===== config.mk =====
export PLATFORM = sky130hd
export DESIGN_NAME = sine_cosine_series
export DESIGN_NICKNAME = d
export VERILOG_FILES = /design/src/hw/rtl/scs_pkg.sv /design/src/hw/rtl/scs_mul.sv /design/src/hw/rtl/sine_cosine_series.sv
export SDC_FILE = /design/constraint.sdc
export NUM_CORES = 2
export LEC_CHECK = 0
export ABC_AREA = 1
export BUFFER_PORTS_ARGS = -buffer_cell sky130_fd_sc_hd__buf_2
export CORE_MARGIN = 3
export CORE_UTILIZATION = 40
export CTS_BUF_LIST = sky130_fd_sc_hd__clkbuf_2 sky130_fd_sc_hd__clkbuf_4 sky130_fd_sc_hd__clkbuf_8
export CTS_CLUSTER_SIZE = 30
export DETAILED_ROUTE_END_ITERATION = 10
export PLACE_DENSITY = 0.61
export SLEW_MARGIN = 20
export SYNTH_ARGS = -nofsm -noshare
export SYNTH_HDL_FRONTEND = slang
export SYNTH_SLANG_ARGS = --single-unit

===== constraint.sdc =====
create_clock -name i_clk -period 8.79 [get_ports i_clk]
set_input_delay 1.3185 -clock i_clk [delete_from_list [all_inputs] [get_ports i_clk]]
set_output_delay 1.3185 -clock i_clk [all_outputs]
set_load 0.02 [all_outputs]

===== src/hw/rtl/scs_pkg.sv =====
`timescale 1ns / 1ps
`default_nettype none
// ----------------------------------------------------------------------------
// scs_pkg: shared types and constants for the sine / cosine series block
// Fixed-point constants for range reduction, per-term divisor tables and
// the sequencer state type.
// ----------------------------------------------------------------------------
package scs_pkg;

    // field widths
    localparam int ANG_W = 32;
    localparam int VAL_W = 32;
    localparam int A_W   = 41;   // angle in Q.32 plus pi/2, signed
    localparam int MAG_W = 40;   // magnitude of that word
    localparam int RED_W = 35;   // reduced angle, below 2*pi in Q.32
    localparam int SUM_W = 34;   // series sum, signed
    localparam int DEN_W = 11;   // largest divisor 32*33

    // range reduction constants in Q.32, rounded down
    localparam logic [RED_W-1:0] HALF_PI_Q32       = 35'd6746518852;
    localparam logic [RED_W-1:0] PI_Q32            = 35'd13493037704;
    localparam logic [RED_W-1:0] THREE_HALF_PI_Q32 = 35'd20239556556;
    localparam logic [RED_W-1:0] TWO_PI_Q32        = 35'd26986075409;

    // compare-subtract passes for the modulo: 2*pi << 5 down to 2*pi << 0
    localparam int RED_STEPS = 6;

    localparam logic signed [SUM_W-1:0] ONE_Q30 = 34'sd1073741824;

    // deepest series the tables cover
    localparam int TERMS_MAX = 16;

    // divisor (2i)(2i+1) for term i, stored at i-1
    localparam logic [DEN_W-1:0] DEN_TAB [TERMS_MAX] = '{
        11'd6,   11'd20,  11'd42,  11'd72,  11'd110, 11'd156, 11'd210, 11'd272,
        11'd342, 11'd420, 11'd506, 11'd600, 11'd702, 11'd812, 11'd930, 11'd1056
    };

    // floor(2^32 / divisor), the estimate is at most two low
    localparam logic [31:0] RECIP_TAB [TERMS_MAX] = '{
        32'((64'd1 << 32) / 64'd6),    32'((64'd1 << 32) / 64'd20),
        32'((64'd1 << 32) / 64'd42),   32'((64'd1 << 32) / 64'd72),
        32'((64'd1 << 32) / 64'd110),  32'((64'd1 << 32) / 64'd156),
        32'((64'd1 << 32) / 64'd210),  32'((64'd1 << 32) / 64'd272),
        32'((64'd1 << 32) / 64'd342),  32'((64'd1 << 32) / 64'd420),
        32'((64'd1 << 32) / 64'd506),  32'((64'd1 << 32) / 64'd600),
        32'((64'd1 << 32) / 64'd702),  32'((64'd1 << 32) / 64'd812),
        32'((64'd1 << 32) / 64'd930),  32'((64'd1 << 32) / 64'd1056)
    };

    // sequencer states
    typedef enum logic [3:0] {
        ST_IDLE,
        ST_ABS,
        ST_RED,
        ST_FOLD,
        ST_XCONV,
        ST_SQR,
        ST_X2,
        ST_TMUL,
        ST_TNUM,
        ST_TREC,
        ST_TBAK,
        ST_TREM,
        ST_TFIX,
        ST_CLAMP,
        ST_FIN
    } t_state;

endpackage
`default_nettype wire


===== src/hw/rtl/scs_mul.sv =====
`timescale 1ns / 1ps
`default_nettype none
// ----------------------------------------------------------------------------
// scs_mul: shared 32 x 32 unsigned multiplier
// Product is registered; operands presented in one cycle give the product
// on the next.
// ----------------------------------------------------------------------------
module scs_mul (
    input  wire logic        i_clk,
    input  wire logic [31:0] i_a,
    input  wire logic [31:0] i_b,
    output logic      [63:0] o_prod
);

    logic [63:0] r_prod;

    // registered product
    always_ff @(posedge i_clk) begin
        r_prod <= 64'(i_a) * 64'(i_b);
    end

    assign o_prod = r_prod;

endmodule
`default_nettype wire


===== src/hw/rtl/sine_cosine_series.sv =====
`timescale 1ns / 1ps
`default_nettype none
// ----------------------------------------------------------------------------
// sine_cosine_series: fixed-point sine / cosine by Taylor series
// Angle in Q8.24 radians, result in Q2.30 saturated to +/-1.0.
// ----------------------------------------------------------------------------
//  channel | direction | handshake               | payload
//  --------+-----------+-------------------------+----------------------------
//  in      | input     | i_in_valid / o_in_stall | i_op, i_angle (Q8.24)
//  out     | output    | o_out_valid/ i_out_stall| o_value (Q2.30)
//
//  one beat runs up to SERIES_TERMS series terms, fewer once a term is
//  zero: the shared multiplier is used three times per term, and the modulo
//  takes 6 compare-subtract passes.
//  o_in_stall is high from acceptance until the result enters the output
//  register; a result waiting on i_out_stall holds the block in its last state.
//  reset is synchronous, active low, and clears the sequencer and out valid.
// ----------------------------------------------------------------------------
module sine_cosine_series #(
    parameter int SERIES_TERMS = 11
) (
    input  wire logic        i_clk,
    input  wire logic        i_rst_n,
    input  wire logic        i_in_valid,
    output logic             o_in_stall,
    input  wire logic        i_op,
    input  wire logic signed [31:0] i_angle,
    output logic             o_out_valid,
    input  wire logic        i_out_stall,
    output logic signed [31:0] o_value
);

    localparam int IW = $clog2(SERIES_TERMS + 1);

    scs_pkg::t_state r_state;
    scs_pkg::t_state n_state;

    logic [scs_pkg::A_W-1:0]   r_a;
    logic [scs_pkg::MAG_W-1:0] r_mag;
    logic [2:0]                r_k;
    logic [scs_pkg::RED_W-1:0] r_red;
    logic                      r_neg;
    logic [31:0]               r_t;
    logic [31:0]               r_x2;
    logic [31:0]               r_num;
    logic [31:0]               r_rem;
    logic [IW-1:0]             r_i;
    logic signed [scs_pkg::SUM_W-1:0] r_sum;
    logic signed [31:0]        r_clamp;
    logic                      r_out_valid;
    logic signed [31:0]        r_value;

    logic [31:0]               w_mul_a;
    logic [31:0]               w_mul_b;
    logic [63:0]               w_prod;
    logic [3:0]                w_tidx;
    logic [scs_pkg::DEN_W-1:0] w_den;
    logic [31:0]               w_recip;
    logic [scs_pkg::MAG_W-1:0] w_red_sub;
    logic [scs_pkg::RED_W-1:0] w_fold;
    logic                      w_fold_flip;
    logic [31:0]               w_x;
    logic                      w_in_acc;
    logic                      w_out_free;
    logic                      w_fix_done;
    logic                      w_last;

    // shared multiplier
    scs_mul u_mul (
        .i_clk  (i_clk),
        .i_a    (w_mul_a),
        .i_b    (w_mul_b),
        .o_prod (w_prod)
    );

    // per-term constants
    assign w_tidx  = 4'(r_i - IW'(1));
    assign w_den   = scs_pkg::DEN_TAB[w_tidx];
    assign w_recip = scs_pkg::RECIP_TAB[w_tidx];

    // modulo pass: 2*pi scaled by the current power of two
    assign w_red_sub = scs_pkg::MAG_W'(scs_pkg::TWO_PI_Q32) << r_k;

    // fold the reduced magnitude into 0..pi/2
    always_comb begin
        w_fold      = r_mag[scs_pkg::RED_W-1:0];
        w_fold_flip = 1'b0;
        if (r_mag[scs_pkg::RED_W-1:0] <= scs_pkg::HALF_PI_Q32) begin
            w_fold = r_mag[scs_pkg::RED_W-1:0];
        end else if (r_mag[scs_pkg::RED_W-1:0] <= scs_pkg::PI_Q32) begin
            w_fold = scs_pkg::PI_Q32 - r_mag[scs_pkg::RED_W-1:0];
        end else if (r_mag[scs_pkg::RED_W-1:0] <= scs_pkg::THREE_HALF_PI_Q32) begin
            w_fold      = r_mag[scs_pkg::RED_W-1:0] - scs_pkg::PI_Q32;
            w_fold_flip = 1'b1;
        end else begin
            w_fold      = scs_pkg::TWO_PI_Q32 - r_mag[scs_pkg::RED_W-1:0];
            w_fold_flip = 1'b1;
        end
    end

    // q.32 to q2.30, half up
    assign w_x = 32'((36'(r_red) + 36'd2) >> 2);

    assign w_in_acc   = i_in_valid && (r_state == scs_pkg::ST_IDLE);
    assign w_out_free = !r_out_valid || !i_out_stall;
    assign w_fix_done = r_rem < 32'(w_den);
    assign w_last     = (r_t == 32'd0) || (r_i == IW'(SERIES_TERMS));

    // next state
    always_comb begin
        n_state = r_state;
        case (r_state)
            scs_pkg::ST_IDLE:  if (i_in_valid) n_state = scs_pkg::ST_ABS;
            scs_pkg::ST_ABS:   n_state = scs_pkg::ST_RED;
            scs_pkg::ST_RED:   if (r_k == 3'd0) n_state = scs_pkg::ST_FOLD;
            scs_pkg::ST_FOLD:  n_state = scs_pkg::ST_XCONV;
            scs_pkg::ST_XCONV: n_state = scs_pkg::ST_SQR;
            scs_pkg::ST_SQR:   n_state = scs_pkg::ST_X2;
            scs_pkg::ST_X2:    n_state = scs_pkg::ST_TMUL;
            scs_pkg::ST_TMUL:  n_state = scs_pkg::ST_TNUM;
            scs_pkg::ST_TNUM:  n_state = scs_pkg::ST_TREC;
            scs_pkg::ST_TREC:  n_state = scs_pkg::ST_TBAK;
            scs_pkg::ST_TBAK:  n_state = scs_pkg::ST_TREM;
            scs_pkg::ST_TREM:  n_state = scs_pkg::ST_TFIX;
            scs_pkg::ST_TFIX: begin
                if (w_fix_done) begin
                    n_state = w_last ? scs_pkg::ST_CLAMP : scs_pkg::ST_TMUL;
                end
            end
            scs_pkg::ST_CLAMP: n_state = scs_pkg::ST_FIN;
            scs_pkg::ST_FIN:   if (w_out_free) n_state = scs_pkg::ST_IDLE;
            default:           n_state = scs_pkg::ST_IDLE;
        endcase
    end

    // sequencer outputs: multiplier operands and input stall
    always_comb begin
        w_mul_a = 32'd0;
        w_mul_b = 32'd0;
        case (r_state)
            scs_pkg::ST_SQR: begin
                w_mul_a = r_t;
                w_mul_b = r_t;
            end
            scs_pkg::ST_TMUL: begin
                w_mul_a = r_t;
                w_mul_b = r_x2;
            end
            scs_pkg::ST_TREC: begin
                w_mul_a = r_num;
                w_mul_b = w_recip;
            end
            scs_pkg::ST_TBAK: begin
                w_mul_a = w_prod[63:32];
                w_mul_b = 32'(w_den);
            end
            default: begin
                w_mul_a = 32'd0;
                w_mul_b = 32'd0;
            end
        endcase
    end

    assign o_in_stall = (r_state != scs_pkg::ST_IDLE);

    // state register
    always_ff @(posedge i_clk) begin
        if (!i_rst_n) begin
            r_state <= scs_pkg::ST_IDLE;
        end else begin
            r_state <= n_state;
        end
    end

    // datapath
    always_ff @(posedge i_clk) begin
        case (r_state)
            scs_pkg::ST_IDLE: begin
                // angle to q.32, cosine adds pi/2
                if (w_in_acc) begin
                    r_a <= {i_angle[31], i_angle, 8'd0}
                         + (i_op ? scs_pkg::A_W'(scs_pkg::HALF_PI_Q32)
                                 : scs_pkg::A_W'(0));
                end
            end
            scs_pkg::ST_ABS: begin
                r_neg <= r_a[scs_pkg::A_W-1];
                r_mag <= r_a[scs_pkg::A_W-1] ? scs_pkg::MAG_W'(-r_a)
                                              : scs_pkg::MAG_W'(r_a);
                r_k   <= 3'(scs_pkg::RED_STEPS - 1);
            end
            scs_pkg::ST_RED: begin
                if (r_mag >= w_red_sub) begin
                    r_mag <= r_mag - w_red_sub;
                end
                r_k <= r_k - 3'd1;
            end
            scs_pkg::ST_FOLD: begin
                r_red <= w_fold;
                r_neg <= r_neg ^ w_fold_flip;
            end
            scs_pkg::ST_XCONV: begin
                r_t   <= w_x;
                r_sum <= scs_pkg::SUM_W'(w_x);
            end
            scs_pkg::ST_X2: begin
                r_x2 <= 32'((w_prod + (64'd1 << 29)) >> 30);
                r_i  <= IW'(1);
            end
            scs_pkg::ST_TNUM: begin
                r_num <= 32'((w_prod + (64'(w_den) << 29)) >> 30);
            end
            scs_pkg::ST_TBAK: begin
                r_t <= w_prod[63:32];
            end
            scs_pkg::ST_TREM: begin
                r_rem <= r_num - w_prod[31:0];
            end
            scs_pkg::ST_TFIX: begin
                // bump the quotient estimate until the remainder fits
                if (!w_fix_done) begin
                    r_t   <= r_t + 32'd1;
                    r_rem <= r_rem - 32'(w_den);
                end else begin
                    // odd terms subtract, even terms add
                    if (r_i[0]) begin
                        r_sum <= r_sum - scs_pkg::SUM_W'(r_t);
                    end else begin
                        r_sum <= r_sum + scs_pkg::SUM_W'(r_t);
                    end
                    r_i <= r_i + IW'(1);
                end
            end
            scs_pkg::ST_CLAMP: begin
                if (r_sum > scs_pkg::ONE_Q30) begin
                    r_clamp <= 32'(scs_pkg::ONE_Q30);
                end else if (r_sum < -scs_pkg::ONE_Q30) begin
                    r_clamp <= 32'(-scs_pkg::ONE_Q30);
                end else begin
                    r_clamp <= 32'(r_sum);
                end
            end
            default: begin
            end
        endcase
    end

    // output register
    always_ff @(posedge i_clk) begin
        if (!i_rst_n) begin
            r_out_valid <= 1'b0;
        end else if (r_state == scs_pkg::ST_FIN && w_out_free) begin
            r_out_valid <= 1'b1;
        end else if (!i_out_stall) begin
            r_out_valid <= 1'b0;
        end
    end

    always_ff @(posedge i_clk) begin
        if (r_state == scs_pkg::ST_FIN && w_out_free) begin
            r_value <= r_neg ? -r_clamp : r_clamp;
        end
    end

    assign o_out_valid = r_out_valid;
    assign o_value     = r_value;

    // accepted beat blocks further input on the next cycle
    a_acc_stall: assert property (@(posedge i_clk) disable iff (!i_rst_n)
        (i_in_valid && !o_in_stall) |=> o_in_stall)
        else $error("input accepted but stall not raised");

    // modulo leaves the magnitude below 2*pi
    a_red_range: assert property (@(posedge i_clk) disable iff (!i_rst_n)
        (r_state == scs_pkg::ST_FOLD) |->
            (r_mag < scs_pkg::MAG_W'(scs_pkg::TWO_PI_Q32)))
        else $error("reduced angle out of range");

    // term counter stays within the series length
    a_term_range: assert property (@(posedge i_clk) disable iff (!i_rst_n)
        (r_state == scs_pkg::ST_TFIX) |->
            (r_i >= IW'(1) && r_i <= IW'(SERIES_TERMS)))
        else $error("term counter out of range");

    // reciprocal estimate is never more than a few divisors low
    a_rem_bound: assert property (@(posedge i_clk) disable iff (!i_rst_n)
        (r_state == scs_pkg::ST_TFIX) |-> (r_rem < (32'(w_den) << 2)))
        else $error("quotient correction out of bounds");

    // result beat is saturated to +/-1.0
    a_sat: assert property (@(posedge i_clk) disable iff (!i_rst_n)
        o_out_valid |-> (o_value <= 32'sd1073741824 && o_value >= -32'sd1073741824))
        else $error("result beyond unit range");

endmodule
`default_nettype wire


==> flow_metrics.env <==
export IMPL_reg2regPathDepth=32
export IMPL_rows=152
export IMPL_setup_viol=0
export IMPL_p_per_area_nw_per_um2=203.8
export IMPL_grt_overflow=0
export IMPL_routedWlPerCell_um=22.58
export IMPL_syn_avg_cell_area_um2=7.292
export IMPL_grt_pass1_wl_um=411000
export IMPL_cap_violations=0
export IMPL_grt_use_total=0.3029
export IMPL_fin_setup_tns_ns=0
export IMPL_fin_skew_ns=0.05074
export IMPL_hold_slack_ns=0.4656
export IMPL_clock_latency_ns=0.80
export IMPL_holdPathEnd="o_value[0]"
export IMPL_multi_input_area_um2=50200
export IMPL_final_nets=11168
export IMPL_fin_util=0.4497
export IMPL_required_ns=9.47
export IMPL_synth_top_area_cell="fa_1"
export IMPL_finalNonFillerCells=12177
export IMPL_fp_coreArea_um2=172100
export IMPL_layout_drive_gt1_share=0.09762
export IMPL_critPathCaptureType="flop"
export IMPL_root_buffer="clkbuf_8"
export IMPL_start_kind="flop"
export IMPL_placed_cells=11992
export IMPL_hpwl_um=231400
export IMPL_die_w_um=423.0
export IMPL_p_leak_nw=36.96
export IMPL_crit_arrival_ns=9.29
export IMPL_tritoncts="done"
export IMPL_period_minus_slack_ns=8.617
export IMPL_p_seq_frac=0.219
export IMPL_postLayoutCellArea_um2=77400
export IMPL_r2r_end="u_mul.o_prod[26]"
export IMPL_antenna_found_initial=6
export IMPL_die_h_um=423.0
export IMPL_initial_core_util=0.4041
export IMPL_ys_types=67
export IMPL_max_slew_margin_rel=0.2607
export IMPL_finalHoldViolCount=0
export IMPL_die_area_um2=178900
export IMPL_status="complete, no violations"
export IMPL_ant_nets=0
export IMPL_pwr_share_comb=0.636
export IMPL_cts_buffers=79
export IMPL_whs_path_depth=0
export IMPL_ys_ff_latch=409
export IMPL_cts_sinks=409
export IMPL_grt_pass1_vias=64928
export IMPL_num_fill_cells=17774
export IMPL_initialDrtViolationCount=7039
export IMPL_hold_path_class="reg -> reg"
export IMPL_drtPass1Iterations=7
export IMPL_via_per_inst=5.401
export IMPL_min_from="r_clamp[0]"
export IMPL_async_flop_share=0
export IMPL_synth_top_cell_area_share=0.2594
export IMPL_place_ws_ns=-0.2285
export IMPL_grt_max_degree=73
export IMPL_synth_edf_count=340
export IMPL_max_stage_delay_ns=0.62
export IMPL_rsz0062_at_grt="true"
export IMPL_fin_crit_sh=0.9803
export IMPL_drv_slew=0
export IMPL_clk_pin_slew_ns=0.07
export IMPL_crit_slowest_cell="fa_1"
export IMPL_p_int_mw=6.984
export IMPL_path_class="reg -> reg"
export IMPL_vias=65764
export IMPL_seq_area_um2=11590
export IMPL_synth_area_leaders="fa_1 26%, edfxtp_1 15%, nand2_1 12%"
export IMPL_ys_flop_type="edfxtp_1"
export IMPL_critPathMaxFanout=11
export IMPL_swShare=0.5574
export IMPL_power_total_mw=15.78
export IMPL_worstMarginPinSlew_ns=1.106
export IMPL_syn2layout_area_growth_pct=11.29
export IMPL_r2r_start="r_state[1]"
export IMPL_syn_nets=10905
export IMPL_pwr_share_clk=0.145
export IMPL_r2r_slack_ns=0.17
export IMPL_io_pins=71
export IMPL_place_area_um2=74340
export IMPL_drc=0
export IMPL_setup_ws_ns=0.1731
export IMPL_synth_seq_area_share=0.1667
export IMPL_wl_um=275000
export IMPL_crit_path_start="r_state[1]"
export IMPL_yosys_warnings=0
export IMPL_fmaxAchievable_ghz=0.1161
export IMPL_synth_cell_area_um2=69550
export IMPL_cts_max_level=3
export IMPL_cpMostUsedCell="fa_1"
export IMPL_ir_worst_vdd_mv=0.1827
export IMPL_synthCells=9537
export IMPL_p_switching_mw=8.794
export IMPL_globalplace_congestion=1.029
export IMPL_numPortBuffers=70
export IMPL_clk_path_buf_depth=3
-- synth_stat cells (all sizes together), types with 149 or more instances --
| library cell | instances |
|---|---|
| inv | 1888 |
| o21ai | 401 |
| nand3 | 414 |
| edfxtp | 340 |
| ha | 430 |
| buf | 216 |
| a21oi | 424 |
| xor2 | 245 |
| fa | 901 |
| nor2 | 1311 |
| nor3 | 149 |
| nand2 | 2254 |
-- power by group through the flow --
| stage | clock network, mW | logic, mW | registers (mW) |
|---|---|---|---|
| after floorplan | 0 | 6.19 | 3.08 |
| after global placement | 0 | 9.60 | 3.45 |
| after detailed placement | 0 | 9.61 | 3.46 |
| after CTS | 2.34 | 9.66 | 3.42 |
| after global routing | 2.41 | 10.9 | 3.47 |
| final | 2.29 | 10.0 | 3.46 |
-- placed cells by master, fill, tap and decap left out, types with 11 or more instances in the layout --
master    count
nor2_4       20
a21oi_2      33
ha_4         15
dfxtp_1      69
nor3_1      139
a21oi_1     387
o211ai_1     27
a31oi_1      19
or2_2        17
a21o_1       15
clkinv_2     14
o211ai_4     12
inv_2        81
nor2_1     1247
edfxtp_1    340
nand4_1     107
nor2_2       44
xnor2_1      50
fa_2         11
nand2_1    2205
o21ai_2      13
inv_1      1790
buf_2        70
o21ai_1      33
buf_12       23
buf_4       359
o21a_1       24
fa_1        890
nand3b_1     19
nor4_1       25
o21ai_0     355
clkinv_1     17
xor2_1      242
nand3_1     413
nand2_2      47
o21bai_1     23
clkbuf_4     19
ha_1        410
clkbuf_8     84
-- how the worst max path moves through the flow --
stage,to,slack (ns),cells past startpoint
floorplan,u_mul.o_prod[48],0.06,41
global placement,u_mul.o_prod[33],-0.29,35
detailed placement,u_mul.o_prod[33],-0.23,35
CTS,u_mul.o_prod[60],0.005,36
global route,u_mul.o_prod[52],-0.03,37
finish,u_mul.o_prod[26],0.17,32
-- state kept, by name, indices dropped and copies added, names as in the netlist, 32 cells and up --
name	cells
r_sum	34
r_red	33
r_num	32
r_mag	40
o_value	32
r_clamp	32
r_t	32
r_x2	32
r_a	34
u_mul.o_prod	64
-- area by class of cell --
type / count / share of cell area
multi-input cells: 6949 / 0.6485
flip-flops and latches: 409 / 0.1498
inverters: 1895 / 0.09282
repair buffers: 465 / 0.04790
well taps: 2310 / 0.03734
clock buffers: 103 / 0.01678
clock inverters: 43 / 0.006789
repair inverters: 1 / 0.00006466
diodes: 2 / 0.00006466
-- layer usage --
layer / wire length, um / global-route usage / part of all wire
met1: 120100 / 0.4397 / 0.44
met2: 117900 / 0.4572 / 0.43
met3: 26920 / 0.05604 / 0.098
met4: 9948 / 0.09197 / 0.036
met5: 61 / 0 / 0.00022
-- repair_timing --
item,CTS,global route
hold endpoints to repair,0,0
hold buffers,0,0
endpoints found under the setup margin,41,47
cloned,0,6
pin swaps,0,64
setup buffers,1,29
resized for setup,19,215
-- critical path: cells and delay by family (launching register included) --
family          cells  cell delay [ns]
fa+ha+maj           9             4.32
buf+inv            12             1.73
simple gates        8             1.23
compound gates      2             0.50
flops               1             0.46
xor+xnor            1             0.21
-- logic make-up after synthesis --
logic type / Yosys count / share of synthesized area
DFF: 409 / 0.1667
AOI/OAI and AO/OA: 1011 / 0.08349
muxes: 1 / 0.0001439
and+or+nand+nor: 4310 / 0.2520
xor gates and xnor gates: 296 / 0.03728
buffers and inverters: 2179 / 0.1237
adders and majority gates: 1331 / 0.3367
(Power assumes the default switching activity.)
